--- config.mk ---
export PLATFORM = sky130hd
export DESIGN_NAME = battery_level_estimator_core
export DESIGN_NICKNAME = d
export VERILOG_FILES = /design/src/design/ble_pkg.sv /design/src/design/battery_level_estimator_core.sv
export SDC_FILE = /design/constraint.sdc
export NUM_CORES = 1
export LEC_CHECK = 0
export BUFFER_PORTS_ARGS = -buffer_cell sky130_fd_sc_hd__buf_2
export CAP_MARGIN = 20
export CORE_MARGIN = 1
export CORE_UTILIZATION = 45
export CTS_CLUSTER_SIZE = 40
export DETAILED_ROUTE_END_ITERATION = 10
export SLEW_MARGIN = 20
export SYNTH_ARGS = -nofsm -noshare
export SYNTH_HDL_FRONTEND = slang
export SYNTH_SLANG_ARGS = --single-unit
--- constraint.sdc ---
create_clock -name i_clk -period 7.8 [get_ports i_clk]
set_input_delay 1.17 -clock i_clk [delete_from_list [all_inputs] [get_ports i_clk]]
set_output_delay 1.17 -clock i_clk [all_outputs]
set_load 0.005 [all_outputs]
--- src/design/ble_pkg.sv ---
package ble_pkg;

    localparam int AVG_LOG2   = 4;
    localparam int SAMPLE_W   = 12;
    localparam int SUM_W      = SAMPLE_W + AVG_LOG2;
    localparam int GAIN_W     = 24;
    localparam int PROD_W     = SAMPLE_W + GAIN_W;
    localparam int MV_W       = 16;
    localparam int PCT_W      = 7;
    localparam int IDX_W      = 4;
    localparam int SEG_W      = 10;
    localparam int REM_W      = 13;
    localparam int QUO_W      = 4;
    localparam int TABLE_LEN  = 11;
    localparam int ADDR_W     = 3;
    localparam int DATA_W     = 32;

    localparam logic [GAIN_W-1:0] GAIN_RESET = 24'd555185;
    localparam logic [MV_W-1:0]   MV_MAX     = 16'hFFFF;
    localparam logic [PCT_W-1:0]  PCT_FULL   = 7'd100;
    localparam logic [PCT_W-1:0]  PCT_EMPTY  = 7'd0;
    localparam logic [IDX_W-1:0]  IDX_LAST   = 4'(TABLE_LEN - 1);

    // Register word addresses
    localparam logic [ADDR_W-3:0] REG_GAIN = 1'b0;

    typedef enum logic [2:0] {
        ST_IDLE,
        ST_MUL,
        ST_SAT,
        ST_SCAN,
        ST_DIV,
        ST_DONE
    } t_state;

    // Battery voltage breakpoints, 10 percent apart
    function automatic logic [MV_W-1:0] level_mv(input logic [IDX_W-1:0] idx);
        logic [MV_W-1:0] v;
        unique case (idx)
            4'd0:    v = 16'd3000;
            4'd1:    v = 16'd3650;
            4'd2:    v = 16'd3700;
            4'd3:    v = 16'd3740;
            4'd4:    v = 16'd3760;
            4'd5:    v = 16'd3795;
            4'd6:    v = 16'd3840;
            4'd7:    v = 16'd3910;
            4'd8:    v = 16'd3980;
            4'd9:    v = 16'd4070;
            default: v = 16'd4150;
        endcase
        return v;
    endfunction

    // Width of the segment that ends at breakpoint idx
    function automatic logic [SEG_W-1:0] seg_mv(input logic [IDX_W-1:0] idx);
        logic [SEG_W-1:0] v;
        unique case (idx)
            4'd1:    v = 10'd650;
            4'd2:    v = 10'd50;
            4'd3:    v = 10'd40;
            4'd4:    v = 10'd20;
            4'd5:    v = 10'd35;
            4'd6:    v = 10'd45;
            4'd7:    v = 10'd70;
            4'd8:    v = 10'd70;
            4'd9:    v = 10'd90;
            default: v = 10'd80;
        endcase
        return v;
    endfunction

endpackage

--- src/design/battery_level_estimator_core.sv ---
// Channel    | Handshake                 | Payload
// -----------+---------------------------+-------------------------------
// sample in  | i_valid / o_ready         | i_sample[11:0]
// result out | o_valid / i_ready         | o_voltage_mv[15:0], o_percent[6:0]
// config     | psel/penable/pwrite/pready| paddr[2:0], pwdata, prdata
//
// A sample that does not close a group of 16 is accumulated; o_ready stays high.
// The sample that closes a group starts the sequencer: multiply, saturate,
// table scan (one breakpoint compare per cycle), divide (one quotient
// bit per cycle, only for a voltage inside the table), hand-off; how long
// it runs is set by where the voltage falls in the table.
// o_ready is low while the sequencer runs. A finished result sits in the output
// register until taken; samples keep accumulating meanwhile, and a new group end
// waits in the hand-off state while the previous result is still held.
// Reset is synchronous, active low; it clears the sum, count, sequencer and o_valid
// and restores the default gain.
module battery_level_estimator_core (
    input  logic                               i_clk,
    input  logic                               i_rst_n,
    input  logic                               i_valid,
    output logic                               o_ready,
    input  logic [ble_pkg::SAMPLE_W-1:0]       i_sample,
    output logic                               o_valid,
    input  logic                               i_ready,
    output logic [ble_pkg::MV_W-1:0]           o_voltage_mv,
    output logic [ble_pkg::PCT_W-1:0]          o_percent,
    input  logic                               psel,
    input  logic                               penable,
    input  logic                               pwrite,
    input  logic [ble_pkg::ADDR_W-1:0]         paddr,
    input  logic [ble_pkg::DATA_W-1:0]         pwdata,
    output logic [ble_pkg::DATA_W-1:0]         prdata,
    output logic                               pready
);

    ble_pkg::t_state r_state, n_state;

    logic [ble_pkg::GAIN_W-1:0]   r_gain;
    logic [ble_pkg::SUM_W-1:0]    r_sum;
    logic [ble_pkg::AVG_LOG2-1:0] r_count;
    logic [ble_pkg::SAMPLE_W-1:0] r_mean;
    logic [ble_pkg::PROD_W-1:0]   r_prod;
    logic [ble_pkg::MV_W-1:0]     r_mv;
    logic [ble_pkg::IDX_W-1:0]    r_idx;
    logic [ble_pkg::REM_W-1:0]    r_rem;
    logic [ble_pkg::SEG_W-1:0]    r_den;
    logic [1:0]                   r_bit;
    logic [ble_pkg::QUO_W-1:0]    r_quo;
    logic [ble_pkg::PCT_W-1:0]    r_base;
    logic [ble_pkg::PCT_W-1:0]    r_pct;
    logic                         r_pct_done;
    logic                         r_out_valid;
    logic [ble_pkg::MV_W-1:0]     r_out_mv;
    logic [ble_pkg::PCT_W-1:0]    r_out_pct;

    logic                         in_fire;
    logic                         out_fire;
    logic                         group_end;
    logic [ble_pkg::SUM_W-1:0]    sum_next;
    logic                         cfg_write;
    logic                         load_out;

    // Shared subtractor: breakpoint compare during the scan, trial subtract
    // during the divide.
    logic [ble_pkg::MV_W-1:0]     sub_a;
    logic [ble_pkg::MV_W-1:0]     sub_b;
    logic [ble_pkg::MV_W:0]       sub_diff;
    logic                         sub_borrow;

    logic [ble_pkg::MV_W-1:0]     to_top;
    logic [ble_pkg::SEG_W-1:0]    to_top_n;
    logic [ble_pkg::REM_W-1:0]    num_init;
    logic [ble_pkg::REM_W-1:0]    den_shift;

    assign in_fire   = i_valid && o_ready;
    assign out_fire  = r_out_valid && i_ready;
    assign group_end = (r_count == {ble_pkg::AVG_LOG2{1'b1}});
    assign sum_next  = r_sum + ble_pkg::SUM_W'(i_sample);
    assign cfg_write = psel && penable && pwrite && pready;
    assign load_out  = (r_state == ble_pkg::ST_DONE) && (!r_out_valid || i_ready);

    assign den_shift = ble_pkg::REM_W'(r_den) << r_bit;

    always_comb begin
        unique case (r_state)
            ble_pkg::ST_DIV: begin
                sub_a = ble_pkg::MV_W'(r_rem);
                sub_b = ble_pkg::MV_W'(den_shift);
            end
            default: begin
                sub_a = r_mv;
                sub_b = ble_pkg::level_mv(r_idx);
            end
        endcase
    end

    assign sub_diff   = {1'b0, sub_a} - {1'b0, sub_b};
    assign sub_borrow = sub_diff[ble_pkg::MV_W];

    // Distance to the segment's upper breakpoint, times ten
    assign to_top   = ble_pkg::level_mv(r_idx) - r_mv;
    assign to_top_n = to_top[ble_pkg::SEG_W-1:0];
    assign num_init = (ble_pkg::REM_W'(to_top_n) << 3) + (ble_pkg::REM_W'(to_top_n) << 1);

    // Sequencer state register
    always_ff @(posedge i_clk) begin
        if (!i_rst_n) begin
            r_state <= ble_pkg::ST_IDLE;
        end else begin
            r_state <= n_state;
        end
    end

    always_comb begin
        n_state = r_state;
        o_ready = 1'b0;
        unique case (r_state)
            ble_pkg::ST_IDLE: begin
                o_ready = 1'b1;
                if (i_valid && group_end) begin
                    n_state = ble_pkg::ST_MUL;
                end
            end
            ble_pkg::ST_MUL:  n_state = ble_pkg::ST_SAT;
            ble_pkg::ST_SAT:  n_state = ble_pkg::ST_SCAN;
            ble_pkg::ST_SCAN: begin
                // Stop at the first breakpoint above the voltage, or past the top
                if (sub_borrow) begin
                    n_state = (r_idx == '0) ? ble_pkg::ST_DONE : ble_pkg::ST_DIV;
                end else if (r_idx == ble_pkg::IDX_LAST) begin
                    n_state = ble_pkg::ST_DONE;
                end
            end
            ble_pkg::ST_DIV: begin
                if (r_bit == 2'd0) begin
                    n_state = ble_pkg::ST_DONE;
                end
            end
            ble_pkg::ST_DONE: begin
                if (!r_out_valid || i_ready) begin
                    n_state = ble_pkg::ST_IDLE;
                end
            end
            default: n_state = ble_pkg::ST_IDLE;
        endcase
    end

    // Accumulator and configuration
    always_ff @(posedge i_clk) begin
        if (!i_rst_n) begin
            r_sum   <= '0;
            r_count <= '0;
            r_gain  <= ble_pkg::GAIN_RESET;
        end else begin
            if (in_fire) begin
                r_count <= r_count + 1'b1;
                // Clear the sum when the group closes
                r_sum   <= group_end ? '0 : sum_next;
            end
            if (cfg_write && (paddr[ble_pkg::ADDR_W-1:2] == ble_pkg::REG_GAIN)) begin
                r_gain <= pwdata[ble_pkg::GAIN_W-1:0];
            end
        end
    end

    // Datapath: no reset needed, the sequencer qualifies every register
    always_ff @(posedge i_clk) begin
        if (in_fire && group_end) begin
            r_mean <= sum_next[ble_pkg::SUM_W-1:ble_pkg::AVG_LOG2];
        end
        unique case (r_state)
            ble_pkg::ST_MUL: begin
                r_prod <= ble_pkg::PROD_W'(r_mean) * ble_pkg::PROD_W'(r_gain);
            end
            ble_pkg::ST_SAT: begin
                // Saturate anything above 16 integer bits
                r_mv       <= (|r_prod[ble_pkg::PROD_W-1:ble_pkg::MV_W+16]) ?
                              ble_pkg::MV_MAX : r_prod[ble_pkg::MV_W+15:16];
                r_idx      <= '0;
                r_pct_done <= 1'b0;
            end
            ble_pkg::ST_SCAN: begin
                if (sub_borrow) begin
                    r_pct  <= ble_pkg::PCT_EMPTY;
                    r_rem  <= num_init;
                    r_den  <= ble_pkg::seg_mv(r_idx);
                    r_base <= (ble_pkg::PCT_W'(r_idx) << 3) + (ble_pkg::PCT_W'(r_idx) << 1);
                    r_bit  <= 2'd3;
                    r_quo  <= '0;
                end else if (r_idx == ble_pkg::IDX_LAST) begin
                    r_pct <= ble_pkg::PCT_FULL;
                end else begin
                    r_idx <= r_idx + 1'b1;
                end
            end
            ble_pkg::ST_DIV: begin
                // Restoring divide, one quotient bit per cycle
                if (!sub_borrow) begin
                    r_rem          <= sub_diff[ble_pkg::REM_W-1:0];
                    r_quo[r_bit]   <= 1'b1;
                end
                r_bit <= r_bit - 1'b1;
                if (r_bit == 2'd0) begin
                    r_pct_done <= 1'b1;
                end
            end
            default: begin
            end
        endcase
    end

    // Output register
    always_ff @(posedge i_clk) begin
        if (!i_rst_n) begin
            r_out_valid <= 1'b0;
        end else if (load_out) begin
            r_out_valid <= 1'b1;
        end else if (out_fire) begin
            r_out_valid <= 1'b0;
        end
    end

    always_ff @(posedge i_clk) begin
        if (load_out) begin
            r_out_mv  <= r_mv;
            r_out_pct <= r_pct_done ? (r_base - ble_pkg::PCT_W'(r_quo)) : r_pct;
        end
    end

    assign o_valid      = r_out_valid;
    assign o_voltage_mv = r_out_mv;
    assign o_percent    = r_out_pct;

    assign pready = 1'b1;
    assign prdata = (paddr[ble_pkg::ADDR_W-1:2] == ble_pkg::REG_GAIN) ?
                    ble_pkg::DATA_W'(r_gain) : '0;

endmodule

==> qor.tcl <==
set qor(numPortBuffers) 92
set qor(flow.area_growth_from_synthesis_pct) 7.753
set qor(r2r_cells) 19
set qor(finalClockSkew_ps) 18.84
set qor(cts_tree) {built}
set qor(postCtsResizedCells) 0
set qor(maxSlewViolCount) 0
set qor(final.hold.worst_slack_ps) 461.0
set qor(async_flop_share_pct) 0
set qor(cts_htree_levels) 4
set qor(synth_warnings) 0
set qor(seq_power_share_pct) 35.3
set qor(clkTransAtPathRegs_ps) 70
set qor(post_synth_inst_count) 1871
set qor(timing.rr.start) {r_mean[3]}
set qor(wire_length_of_the_first_global_routing_pass_mm) 66.05
set qor(power.static_leakage_nw) 8.784
set qor(busiest_layer_in_global_routing) {met2}
set qor(fill_cells) 3564
set qor(global_route.usage.met3_pct) 3.511
set qor(internal_power_mw) 2.058
set qor(drtIter0Drc) 581
set qor(fin_util_pct) 49.74
set qor(netlist.area_leader.share_pct) 25.73
set qor(number_of_distinct_standard_cells_referenced_by_the_synthesized_netlist) 81
set qor(insertion_delay_ps) 450
set qor(outcome) {finished, final reports clean}
set qor(via_count) 12440
set qor(grt_pass1_vias) 13130
set qor(postSynth.topFlopCell) {sky130_fd_sc_hd__edfxtp_1}
set qor(sequential_cell_area_um2) 4504
set qor(holdPathStages) 0
set qor(max_slew_margin_pct) 22.36
set qor(worst_r2r_endpoint) {r_prod[35]}
set qor(timing_worst_setup_path_type) {register to register}
set qor(die_area_um2) 39700
set qor(tightest_slew_ps) 1165
set qor(vdd_ir_drop_max_uv) 197.9
set qor(post_cts_hold_buffer_count) 0
set qor(postCtsSetupRepairBufs) 0
set qor(sw_frac_of_total_pct) 35.07
set qor(worstHoldEndpoint) {o_voltage_mv[14]}
set qor(final.min_clock_period_ps) 6405
set qor(postSynthRegisterBits) 170
set qor(timing.fmax_mhz) 156.1
set qor(power_switching_mw) 1.112
set qor(share_of_synthesized_cell_area_in_full_adder_half_adder_and_majority_cells_pct) 35.23
set qor(timing.final.hold_violations) 0
set qor(synth-edff-count) 110
set qor(hold_path_startpoint) {r_mv[14]}
set qor(post_synth_and_or_nand_nor_area_fraction_pct) 17.36
set qor(std_cell_rows) 71
set qor(diodes) 0
set qor(timing.hold.worst.class) {register to register}
set qor(dieHeight_um) 199.3
set qor(clock_tree.buffer_depth) 2
set qor(vias_per_cell) 5.124
set qor(fin_crit_sh_pct) 82.11
set qor(start_kind) {register}
set qor(dp.final_hpwl_mm) 29.53
set qor(synth-compound-area-share_pct) 8.518
set qor(numCtsBuffers) 17
set qor(critPathRequiredTime_ps) 7990
set qor(globalRoute.totalOverflow) 0
set qor(worst_ep_arrival_time_ps) 6590
set qor(clkPwrFrac_pct) 26.9
set qor(tns_ps) 0
set qor(cp-end-kind) {register}
set qor(post_synth_instance_area_um2) 17510
set qor(cap_violations) 0
set qor(final-setup-viol-count) 0
set qor(worst-path-max-fanout) 24
set qor(drt_first_pass_iters) 7
set qor(final_net_count) 2315
set qor(synth.yosys.seq_area_share_pct) 25.73
set qor(post-synth-top-area-cell) {sky130_fd_sc_hd__fa_1}
set qor(setup_slack_ps) 1395
set qor(average_footprint_of_a_synthesized_cell_um2) 9.358
set qor(grt_util_met1_pct) 28.10
set qor(postRouteWirelength_mm) 39.07
set qor(global_route_usage_over_all_layers_pct) 21.29
set qor(grtUsageMet2_pct) 36.30
set qor(multi_input_gate_area_um2) 11540
set qor(unrepaired_setup_endpoints_after_global_routing) {no}
set qor(initial_core_util_pct) 46.16
set qor(root_buffer) {sky130_fd_sc_hd__clkbuf_16}
set qor(power.combinational.fraction_pct) 37.9
set qor(drive_gt1_share_pct) 8.194
set qor(synth_xor_xnor_area_share_pct) 3.251
set qor(core_area_um2) 37930
set qor(floorplan.die.width_um) 199.3
set qor(remaining_drc_errors) 0
set qor(grt_antenna_before_repair) 0
set qor(synth_mux_area_share_pct) 1.258
set qor(synth.area.top_cells) {sky130_fd_sc_hd__fa_1 26%, sky130_fd_sc_hd__edfxtp_1 19%, sky130_fd_sc_hd__ha_1 9.5%, sky130_fd_sc_hd__nand2_1 7.0%, sky130_fd_sc_hd__dfxtp_1 6.9%}
set qor(power_density_nw_per_um2) 168.0
set qor(cts_num_sinks) 170
set qor(drt-wirelength-per-cell_um) 16.10
set qor(detail-route-antenna-nets) 0
set qor(grt_max_degree) 52
set qor(dp_slack_ps) 1368
set qor(reg2reg_setup_slack_ps) 1400
set qor(io_pins) 112
set qor(place.gp.congestion) 0.8493
set qor(synth_top_family_by_area) {adder cells}
==> how the worst max path moves through the flow <==
stage | to | cells after the start | slack (ps) | startpoint
floorplan | r_prod[35] | 20 | 2350 | r_mean[3]
finish | r_prod[35] | 19 | 1400 | r_mean[3]
global route | r_prod[29] | 19 | 990 | r_mean[4]
detailed placement | r_prod[35] | 19 | 1370 | r_mean[3]
CTS | r_prod[35] | 19 | 1340 | r_mean[3]
global placement | r_prod[35] | 19 | 1450 | r_mean[3]
==> sequential cells by signal, summed over array words and instances, names as in the netlist, 6 cells and up, named ones only <==
signal / flops
r_gain: 24
r_den: 8
r_sum: 16
r_mv: 16
o_percent: 7
r_mean: 12
r_base: 6
r_prod: 20
o_voltage_mv: 16
r_rem: 13
==> area by class of cell <==
class,instances,share of cell area (%)
inverter,292,5.816
tap,511,3.389
clock inverter,11,0.5770
timing repair buffer,100,2.759
sequential,170,23.87
clock buffer,21,2.440
multi-input combinational,1322,61.14
==> metal layers <==
layer / part of all wire (%) / routed length [µm]
met3: 4.7 / 1825
met2: 48 / 18780
met4: 1.5 / 573
met5: 0 / 0
met1: 46 / 17890
==> cells in the mapped netlist, types with 9 or more instances <==
cell / n
sky130_fd_sc_hd__nand2b_1: 34
sky130_fd_sc_hd__buf_4: 9
sky130_fd_sc_hd__nor3_1: 15
sky130_fd_sc_hd__inv_1: 287
sky130_fd_sc_hd__a21oi_1: 78
sky130_fd_sc_hd__ha_1: 133
sky130_fd_sc_hd__and2_1: 88
sky130_fd_sc_hd__a31oi_1: 10
sky130_fd_sc_hd__nand3_1: 23
sky130_fd_sc_hd__a21o_1: 20
sky130_fd_sc_hd__fa_1: 225
sky130_fd_sc_hd__clkbuf_1: 78
sky130_fd_sc_hd__nor2b_1: 39
sky130_fd_sc_hd__mux2i_1: 13
sky130_fd_sc_hd__xnor2_1: 44
sky130_fd_sc_hd__a22oi_1: 9
sky130_fd_sc_hd__nand2_1: 327
sky130_fd_sc_hd__and3_1: 10
sky130_fd_sc_hd__nor2_1: 71
sky130_fd_sc_hd__xor2_1: 21
sky130_fd_sc_hd__dfxtp_1: 60
sky130_fd_sc_hd__edfxtp_1: 110
sky130_fd_sc_hd__o21ai_0: 43
==> cell families after synthesis <==
| group | count (synthesis) |
|---|---|
| buf+inv | 386 |
| compound gates | 228 |
| flops | 170 |
| simple gates | 643 |
| xor+xnor | 65 |
| mux | 19 |
| fa+ha+maj | 358 |
| other cells | 2 |
==> through the flow <==
step,power (mW),instances,area (µm²)
floorplan,2.074,1878,17540
global placement,2.310,2394,18290
detailed placement,2.339,2394,18290
CTS,3.200,2426,18860
global route,3.420,2427,18870
finish,3.170,2427,18870
==> placed cells by master, fill, tap and decap left out, types with 8 or more instances in the layout <==
master and count:
sky130_fd_sc_hd__nand2_1 327, sky130_fd_sc_hd__inv_1 287, sky130_fd_sc_hd__fa_1 225, sky130_fd_sc_hd__ha_1 133, sky130_fd_sc_hd__edfxtp_1 110, sky130_fd_sc_hd__buf_2 92, sky130_fd_sc_hd__and2_1 88, sky130_fd_sc_hd__a21oi_1 78
sky130_fd_sc_hd__nor2_1 70, sky130_fd_sc_hd__dfxtp_1 60, sky130_fd_sc_hd__xnor2_1 44, sky130_fd_sc_hd__o21ai_0 43, sky130_fd_sc_hd__nor2b_1 39, sky130_fd_sc_hd__nand2b_1 34, sky130_fd_sc_hd__nand3_1 23, sky130_fd_sc_hd__xor2_1 21
sky130_fd_sc_hd__a21o_1 20, sky130_fd_sc_hd__clkbuf_16 17, sky130_fd_sc_hd__nor3_1 15, sky130_fd_sc_hd__mux2i_1 13, sky130_fd_sc_hd__a31oi_1 10, sky130_fd_sc_hd__and3_1 10, sky130_fd_sc_hd__a22oi_1 9, sky130_fd_sc_hd__conb_1 9
sky130_fd_sc_hd__o211ai_1 8, sky130_fd_sc_hd__buf_4 8
==> power by group through the flow <==
stage                     registers (mW)  clock network (mW)  logic, mW
final                               1.12               0.852       1.20
after global routing                1.12               0.906       1.39
after CTS                           1.12               0.872       1.21
after detailed placement            1.14                   0       1.20
after global placement              1.14                   0       1.17
after floorplan                     1.10                   0      0.971
==> critical path, cell delays in order, from the launching register on <==
cell and delay (ps):
sky130_fd_sc_hd__edfxtp_1 1040, sky130_fd_sc_hd__nand2_1 230, sky130_fd_sc_hd__fa_1 560, sky130_fd_sc_hd__fa_1 410, sky130_fd_sc_hd__inv_1 90, sky130_fd_sc_hd__fa_1 400, sky130_fd_sc_hd__fa_1 490, sky130_fd_sc_hd__inv_1 60
sky130_fd_sc_hd__fa_1 530, sky130_fd_sc_hd__inv_1 40, sky130_fd_sc_hd__ha_1 300, sky130_fd_sc_hd__a21o_1 180, sky130_fd_sc_hd__a41oi_1 220, sky130_fd_sc_hd__o211ai_1 190, sky130_fd_sc_hd__o31a_1 380, sky130_fd_sc_hd__o21ai_1 220
sky130_fd_sc_hd__a21oi_1 90, sky130_fd_sc_hd__a2111o_1 430, sky130_fd_sc_hd__a21oi_1 190, sky130_fd_sc_hd__xnor2_1 80
No activity file was read; power rests on OpenSTA's default activity.
